`src/hdl/mtfcd_pkg.sv`:
```
`timescale 1ns / 1ps
// mtfcd_pkg: sizes, derived widths and sequencer state type for the
// move-to-front color deck. No dependencies.
package mtfcd_pkg;

  // Deck geometry
  localparam int NUM_COLORS = 64;
  localparam int MAX_CARDS  = 524288;

  // Field widths fixed by the channel payloads
  localparam int COLOR_W = 6;
  localparam int POS_W   = 20;

  // Derived widths
  localparam int IDX_W = $clog2(NUM_COLORS);       // color table index
  localparam int TOP_W = $clog2(MAX_CARDS);        // 0-based card position
  localparam int CNT_W = $clog2(MAX_CARDS + 1);    // cards loaded, 0..MAX_CARDS

  // Sequencer states
  typedef enum logic [2:0] {
    S_IDLE,   // waiting for an input transfer
    S_START,  // decode command, handle loads, start table lookup
    S_LOOK,   // old top position of queried color is read back
    S_WALK,   // one table entry per cycle: read ahead, update behind
    S_FIX,    // queried color goes to the front
    S_OUT     // hand result to the output register
  } state_t;

endpackage

```
`src/hdl/mtfcd_ifs.sv`:
```
`timescale 1ns / 1ps
// mtfcd_ifs: valid/ready channel interfaces for the color deck.
// Depends on mtfcd_pkg for field widths.

// Input channel: command and color
interface mtfcd_in_if;
  logic                           valid;
  logic                           ready;
  logic                           command;
  logic [mtfcd_pkg::COLOR_W-1:0]  color;

  modport source (output valid, output command, output color, input ready);
  modport sink   (input valid, input command, input color, output ready);
endinterface

// Result channel: position, found and full flags
interface mtfcd_out_if;
  logic                           valid;
  logic                           ready;
  logic [mtfcd_pkg::POS_W-1:0]    position;
  logic                           found;
  logic                           full_res;

  modport source (output valid, output position, output found, output full_res,
                  input ready);
  modport sink   (input valid, input position, input found, input full_res,
                  output ready);
endinterface

```
`src/hdl/move_to_front_color_deck.sv`:
```
`timescale 1ns / 1ps
// move_to_front_color_deck: top level, table of topmost card position per color
// with a sequenced move-to-front walk. Depends on mtfcd_pkg and mtfcd_ifs.
//
//  Channel   Dir  Payload                         Transfer when
//  in_chan   in   command[0], color[5:0]          valid && ready
//  out_chan  out  position[19:0], found, full_res valid && ready
//
//  Load, or query of an absent color: START, then OUT. Query of a present
//  color: START, LOOK, then a WALK over the whole table and FIX when it is
//  not already at the front, then OUT; the walk reads one table entry and
//  updates the one before it per cycle, using the table's read and write ports.
//  Synchronous active-low reset clears the present flags and card count; the
//  position table itself is not cleared. A stalled output holds the next
//  result in the sequencer; input ready is high only while idle.
module move_to_front_color_deck (
  input  logic                clk,
  input  logic                rst_n,
  mtfcd_in_if.sink            in_chan,
  mtfcd_out_if.source         out_chan
);
  import mtfcd_pkg::*;

  state_t state_r, state_nxt;

  // Latched input item
  logic                command_r;
  logic [COLOR_W-1:0]  color_r;

  // Deck state
  logic [NUM_COLORS-1:0] present_r;
  logic [CNT_W-1:0]      cards_loaded_r;
  logic [TOP_W-1:0]      top_mem [NUM_COLORS];
  logic [TOP_W-1:0]      rd_data_r;

  // Walk bookkeeping
  logic [TOP_W-1:0]  old_r;
  logic [IDX_W:0]    cnt_r;

  // Pending result and output register
  logic [POS_W-1:0]  res_pos_r;
  logic              res_found_r;
  logic              res_full_r;
  logic              out_valid_r;
  logic [POS_W-1:0]  out_pos_r;
  logic              out_found_r;
  logic              out_full_r;

  // Decoded helpers
  logic [IDX_W-1:0]  col_idx;
  logic              col_in_range;
  logic              col_present;
  logic              deck_full;
  logic [IDX_W:0]    prev_cnt;
  logic [IDX_W-1:0]  prev_idx;
  logic              walk_last;
  logic              walk_bump;
  logic              out_free;
  logic              in_xfer;

  // Memory port controls
  logic              in_ready;
  logic [IDX_W-1:0]  rd_addr;
  logic              wr_en;
  logic [IDX_W-1:0]  wr_addr;
  logic [TOP_W-1:0]  wr_data;

  assign col_idx      = IDX_W'({{IDX_W{1'b0}}, color_r});
  assign col_in_range = {{(32-COLOR_W){1'b0}}, color_r} < 32'(NUM_COLORS);
  assign col_present  = col_in_range && present_r[col_idx];
  assign deck_full    = cards_loaded_r >= CNT_W'(MAX_CARDS);
  assign prev_cnt     = cnt_r - 1'b1;
  assign prev_idx     = prev_cnt[IDX_W-1:0];
  assign walk_last    = cnt_r == (IDX_W+1)'(NUM_COLORS);
  // Entry read last cycle moves down if it sat above the queried card
  assign walk_bump    = (cnt_r != '0) && (prev_idx != col_idx) &&
                        present_r[prev_idx] && (rd_data_r < old_r);
  assign out_free     = !out_valid_r || out_chan.ready;
  assign in_xfer      = in_chan.valid && in_ready;

  // Next state
  always_comb begin
    state_nxt = state_r;
    unique case (state_r)
      S_IDLE:  if (in_chan.valid) state_nxt = S_START;
      S_START: state_nxt = (command_r && col_present) ? S_LOOK : S_OUT;
      S_LOOK:  state_nxt = (rd_data_r == '0) ? S_OUT : S_WALK;
      S_WALK:  if (walk_last) state_nxt = S_FIX;
      S_FIX:   state_nxt = S_OUT;
      S_OUT:   if (out_free) state_nxt = S_IDLE;
      default: state_nxt = S_IDLE;
    endcase
  end

  // Sequencer outputs: handshake and table port
  always_comb begin
    in_ready = 1'b0;
    rd_addr  = col_idx;
    wr_en    = 1'b0;
    wr_addr  = col_idx;
    wr_data  = '0;
    unique case (state_r)
      S_IDLE:  in_ready = 1'b1;
      S_START: begin
        // first card of a color records its position
        wr_en   = !command_r && !deck_full && col_in_range && !present_r[col_idx];
        wr_data = cards_loaded_r[TOP_W-1:0];
      end
      S_LOOK:  ;
      S_WALK: begin
        rd_addr = cnt_r[IDX_W-1:0];
        wr_en   = walk_bump;
        wr_addr = prev_idx;
        wr_data = rd_data_r + 1'b1;
      end
      S_FIX:   wr_en = 1'b1;
      S_OUT:   ;
      default: ;
    endcase
  end

  // Position table: one write and one registered read per cycle
  always_ff @(posedge clk) begin
    if (wr_en) begin
      top_mem[wr_addr] <= wr_data;
    end
    rd_data_r <= top_mem[rd_addr];
  end

  // Control state
  always_ff @(posedge clk) begin
    if (!rst_n) begin
      state_r        <= S_IDLE;
      present_r      <= '0;
      cards_loaded_r <= '0;
      out_valid_r    <= 1'b0;
    end else begin
      state_r <= state_nxt;
      if (state_r == S_START && !command_r && !deck_full) begin
        cards_loaded_r <= cards_loaded_r + 1'b1;
        if (col_in_range) begin
          present_r[col_idx] <= 1'b1;
        end
      end
      if (state_r == S_OUT && out_free) begin
        out_valid_r <= 1'b1;
      end else if (out_chan.ready) begin
        out_valid_r <= 1'b0;
      end
    end
  end

  // Payload and walk registers
  always_ff @(posedge clk) begin
    if (in_xfer) begin
      command_r <= in_chan.command;
      color_r   <= in_chan.color;
    end
    case (state_r)
      S_START: begin
        res_pos_r   <= '0;
        res_found_r <= 1'b0;
        res_full_r  <= !command_r && deck_full;
      end
      S_LOOK: begin
        old_r       <= rd_data_r;
        cnt_r       <= '0;
        res_found_r <= 1'b1;
        res_pos_r   <= POS_W'({1'b0, rd_data_r} + 1'b1);
      end
      S_WALK:  cnt_r <= cnt_r + 1'b1;
      S_OUT: begin
        if (out_free) begin
          out_pos_r   <= res_pos_r;
          out_found_r <= res_found_r;
          out_full_r  <= res_full_r;
        end
      end
      default: ;
    endcase
  end

  assign in_chan.ready     = in_ready;
  assign out_chan.valid    = out_valid_r;
  assign out_chan.position = out_pos_r;
  assign out_chan.found    = out_found_r;
  assign out_chan.full_res = out_full_r;

endmodule

```
`src/flat_wrapper.sv`:
```
// flat-port wrapper written by rule: the top's interface ports become plain ports
module move_to_front_color_deck_flat import mtfcd_pkg::*;
  (clk, rst_n, in_chan_valid, in_chan_command, in_chan_color, in_chan_ready, out_chan_valid, out_chan_position, out_chan_found, out_chan_full_res, out_chan_ready);
  mtfcd_in_if in_chan_i ();
  mtfcd_out_if out_chan_i ();
  input  logic clk;
  input  logic rst_n;
  input wire logic [$bits(in_chan_i.valid)-1:0] in_chan_valid;
  input wire logic [$bits(in_chan_i.command)-1:0] in_chan_command;
  input wire logic [$bits(in_chan_i.color)-1:0] in_chan_color;
  output wire logic [$bits(in_chan_i.ready)-1:0] in_chan_ready;
  output wire logic [$bits(out_chan_i.valid)-1:0] out_chan_valid;
  output wire logic [$bits(out_chan_i.position)-1:0] out_chan_position;
  output wire logic [$bits(out_chan_i.found)-1:0] out_chan_found;
  output wire logic [$bits(out_chan_i.full_res)-1:0] out_chan_full_res;
  input wire logic [$bits(out_chan_i.ready)-1:0] out_chan_ready;
  assign in_chan_i.valid = in_chan_valid;
  assign in_chan_i.command = in_chan_command;
  assign in_chan_i.color = in_chan_color;
  assign in_chan_ready = in_chan_i.ready;
  assign out_chan_valid = out_chan_i.valid;
  assign out_chan_position = out_chan_i.position;
  assign out_chan_found = out_chan_i.found;
  assign out_chan_full_res = out_chan_i.full_res;
  assign out_chan_i.ready = out_chan_ready;
  move_to_front_color_deck u_core (.clk(clk), .rst_n(rst_n), .in_chan(in_chan_i), .out_chan(out_chan_i));
endmodule
```
`config.mk`:
```
export PLATFORM = sky130hd
export DESIGN_NAME = move_to_front_color_deck_flat
export DESIGN_NICKNAME = d
export VERILOG_FILES = /design/src/hdl/mtfcd_pkg.sv /design/src/hdl/mtfcd_ifs.sv /design/src/hdl/move_to_front_color_deck.sv /design/src/flat_wrapper.sv
export SDC_FILE = /design/constraint.sdc
export NUM_CORES = 2
export LEC_CHECK = 0
export ABC_CLOCK_PERIOD_IN_PS = 10200
export BUFFER_PORTS_ARGS = -buffer_cell sky130_fd_sc_hd__clkbuf_2
export CAP_MARGIN = 5
export CORE_MARGIN = 2
export CORE_UTILIZATION = 39
export DETAILED_ROUTE_END_ITERATION = 8
export PLACE_DENSITY = 0.55
export SYNTH_ARGS = -nofsm -noshare
export SYNTH_HDL_FRONTEND = slang
export SYNTH_SLANG_ARGS = --single-unit
```
`constraint.sdc`:
```
create_clock -name clk -period 10.2 [get_ports clk]
set_clock_uncertainty 0.2 [all_clocks]
set_input_delay 0 -clock clk [delete_from_list [all_inputs] [get_ports clk]]
set_output_delay 0 -clock clk [all_outputs]
set_load 0.005 [all_outputs]
```
==> out/qor.csv <==
stage,metric,value,unit
global_route,use_met2,0.3479,
finish,final_nets,4298,
run,maxCapViolCount,0,
clock_network,clk_pin_slew,0.05,ns
worst_setup_path,crit_path_end_kind,flip-flop,
finish,drive_gt1_frac,0.1026,
timing,min_period,5.648,ns
yosys,yosys_most_used_dff,edfxtp_1,
worst_setup_path,crit_path_cell_trace,inv_1 -> ha_1 -> mux4_2 -> and4b_1 -> a41oi_1 -> nand4_1 -> a32o_2 -> o2111ai_4 -> buf_4 -> buf_4 -> a211oi_4,
finish,fin_cells,6283,
worst_setup_path,setup.worst_path.start_class,flip-flop,
clock_network,cts_made_buffers,149,
floorplan,dieHeight,383.5,um
placed_design,place.port_buffers,34,
finish,syn_to_final_growth,14.37,%
placed_design,placed_cell_area,59440,sq um
power_and_ir_drop,p_leak,20.46,nW
global_route,globalRoute.totalOverflow,0,
floorplan,die_area,147100,sq um
yosys,async_flop_share,0,
worst_setup_path,cp_num_cells,11,
clock_network,post_cts_buffers,0,
clock_network,cts-root-buf,clkbuf_16,
route,antenna_left,0,
worst_hold_path,worstHoldPathType,in2reg,
worst_setup_path,arrival,5.87,ns
yosys,synth_top_area_cell,edfxtp_1,
floorplan,io_pins,35,
worst_setup_path,cpPeakStageDelay,0.93,ns
route,first_iter_violations,4270,
timing,finalSetupTns,0,ns
finish,design_area,64230,sq um
yosys,yosysWarnings,0,
worst_hold_path,hold_depth,3,
yosys,synth-edff-count,1293,
worst_setup_path,worst-path-max-fanout,35,
yosys,ys_types,62,
global_route,gr-max-usage-layer,met2,
clock_network,clock_latency,0.80,ns
yosys,synth_area,56160,sq um
worst_setup_path,cp_num_buf_inv,3,
power_and_ir_drop,p_total,14.31,mW
timing,hold_viol,0,
timing,fin_crit_sh,0.5537,
clock_network,cts_tree,yes,
worst_setup_path,rr_worst_depth,11,
global_route,grt.total_usage,0.2273,
finish,final_common_cell,edfxtp_1,
global_route,use_met3,0.04676,
floorplan,fp.dieW,383.5,um
timing,setup_ws,4.552,ns
floorplan,rows,139,
floorplan,start_util,0.3919,
placed_design,place_congestion,0.8852,
timing,relSlewSlack,0.1623,
global_route,grt_pass1_vias,33672,
route,drt_pass1_iterations,5,
global_route,grt_max_degree,176,
timing,timing.fmax,177.1,MHz
placed_design,dp.cells,5996,
yosys,synth_seq_cells,1400,
yosys,ys_seq_area_frac,0.7295,
yosys,synth_nets,4273,
route,avgRoutedWirePerCell,26.92,um
timing,rsz0062_at_grt,no,
timing,setup_viol,0,
route,drc_errors,0,
placed_design,detailed_place_hpwl,101600,um
timing,drv_slew,0,
clock_network,clk_path_buf_depth,3,
finish,final_util,0.4482,
worst_setup_path,worstPathRequired,10.42,ns
timing,whs,0.1298,ns
route,vias,35619,
route,wirelength,169200,um
worst_setup_path,crit_top_cell,buf_4,
global_route,grt_pass1_wl,242300,um
yosys,syn_inst,4238,
timing,tightestPinTransition,1.246,ns
placed_design,dp_slack,4.573,ns
clock_network,clock-sinks,1400,
finish,multi_input_area,15020,sq um
power_and_ir_drop,peakVddDrop,0.2604,mV
yosys,yosysTopAreaCellShare,0.6913,
floorplan,coreArea,143300,sq um
global_route,antenna_found_initial,9,
power_and_ir_drop,power.density,222.8,nW/um^2
route,via_per_inst,5.669,
yosys,synth_area_leaders,"edfxtp_1 69%, nand2_1 7.4%, dfxtp_1 3.8%, nand3_1 3.0%, mux2i_1 2.0%",
finish,fillers,12842,
yosys,syn_area_per_cell,13.25,sq um
clock_network,htree_num_levels,4,
worst_setup_path,path_class,reg2reg,
worst_setup_path,cp_slowest_cell,buf_4,
clock_network,postCtsResizedCells,0,
finish,ff_latch_area,40970,sq um
global_route,met1_usage,0.3236,
status,status,finished clean,
finish,most-common-layout-cells,"1,293 x edfxtp_1, 1,113 x nand2_1, 341 x nand3_1, 157 x clkbuf_16, 155 x nand4_1",
worst_setup_path,cp_top_family,buffers and inverters,
==> worst paths after layout <==
check	slack, ns	start	end
worst max-delay path	4.55	u_core.cnt_r[1]	u_core.top_mem[59][14]
worst min-delay path	0.13	in_chan_valid	u_core.col_idx[0]
worst max register to register	4.55	u_core.cnt_r[1]	u_core.top_mem[59][14]
worst min register to register	0.22	u_core.res_pos_r[8]	u_core.out_chan.position[8]
==> layout make-up <==
| class | count | area share |
|---|---|---|
| multi-input cells | 2533 | 0.2338 |
| repair buffers | 141 | 0.01745 |
| well taps | 1903 | 0.03707 |
| clock inverters | 63 | 0.006760 |
| inverters | 38 | 0.002221 |
| diodes | 3 | 0.0001169 |
| flip-flops and latches | 1400 | 0.6378 |
| clock buffers | 202 | 0.06473 |
==> metal layers <==
metal | up-vias | part of all wire
met3 | 239 | 0.080
li1 | 15793 | -
met2 | 1536 | 0.46
met1 | 18047 | 0.43
met4 | 4 | 0.033
met5 | - | 0.00016
==> cells by family after synthesis <==
group | after synthesis | synth area share
mux | 136 | 0.02921
fa+ha+maj | 24 | 0.005347
xor+xnor | 43 | 0.006706
buf+inv | 305 | 0.02308
compound gates | 452 | 0.05726
simple gates | 1878 | 0.1489
flops | 1400 | 0.7295
==> registers in the layout (all words and copies together), names as in the netlist <==
| register | count |
|---|---|
| u_core.res_found_r | 1 |
| u_core.old_r | 19 |
| u_core.state_r | 3 |
| u_core.cards_loaded_r | 20 |
| u_core.rd_data_r | 19 |
| u_core.command_r | 1 |
| u_core.out_chan.found | 1 |
| u_core.present_r | 64 |
| u_core.out_chan.valid | 1 |
| u_core.res_pos_r | 20 |
| u_core.cnt_r | 7 |
| u_core.out_chan.full_res | 1 |
| u_core.out_chan.position | 20 |
| u_core.col_idx | 6 |
| u_core.top_mem | 1216 |
| u_core.res_full_r | 1 |
==> worst reg2reg max path, cell delays in order, from the launching register on <==
cell	delay [ns]
edfxtp_1	0.48
inv_1	0.14
ha_1	0.87
mux4_2	0.42
and4b_1	0.21
a41oi_1	0.18
nand4_1	0.11
a32o_2	0.31
o2111ai_4	0.07
buf_4	0.81
buf_4	1.02
a211oi_4	0.44
==> synth_stat cells, drive strengths merged, types with 24 or more instances <==
| cell type | number |
|---|---|
| nor2 | 93 |
| ha | 24 |
| nor3 | 25 |
| nand3 | 341 |
| inv | 38 |
| and3 | 25 |
| nand4 | 155 |
| buf | 98 |
| edfxtp | 1293 |
| nand2 | 1114 |
| a31oi | 121 |
| o21a | 39 |
| clkbuf | 169 |
| a211oi | 65 |
| dfxtp | 107 |
| xnor2 | 26 |
| a32oi | 95 |
| a21oi | 47 |
| mux2i | 111 |
| nor2b | 42 |
| o21ai | 34 |
==> repair_timing <==
| action | in CTS | in global routing |
|---|---|---|
| endpoints found under the setup margin | 0 | 0 |
| endpoints found under the hold margin | 124 | 0 |
| hold buffers | 19 | 0 |
==> power breakdown <==
part | internal, mW | switching (mW) | leakage [nW] | total, mW
logic | 0.637 | 1.91 | 7.31 | 2.55
clock network | 2.93 | 2.23 | 2.23 | 5.16
registers | 6.42 | 0.179 | 10.9 | 6.60
Note: power is estimated with default switching activity, not from simulation.
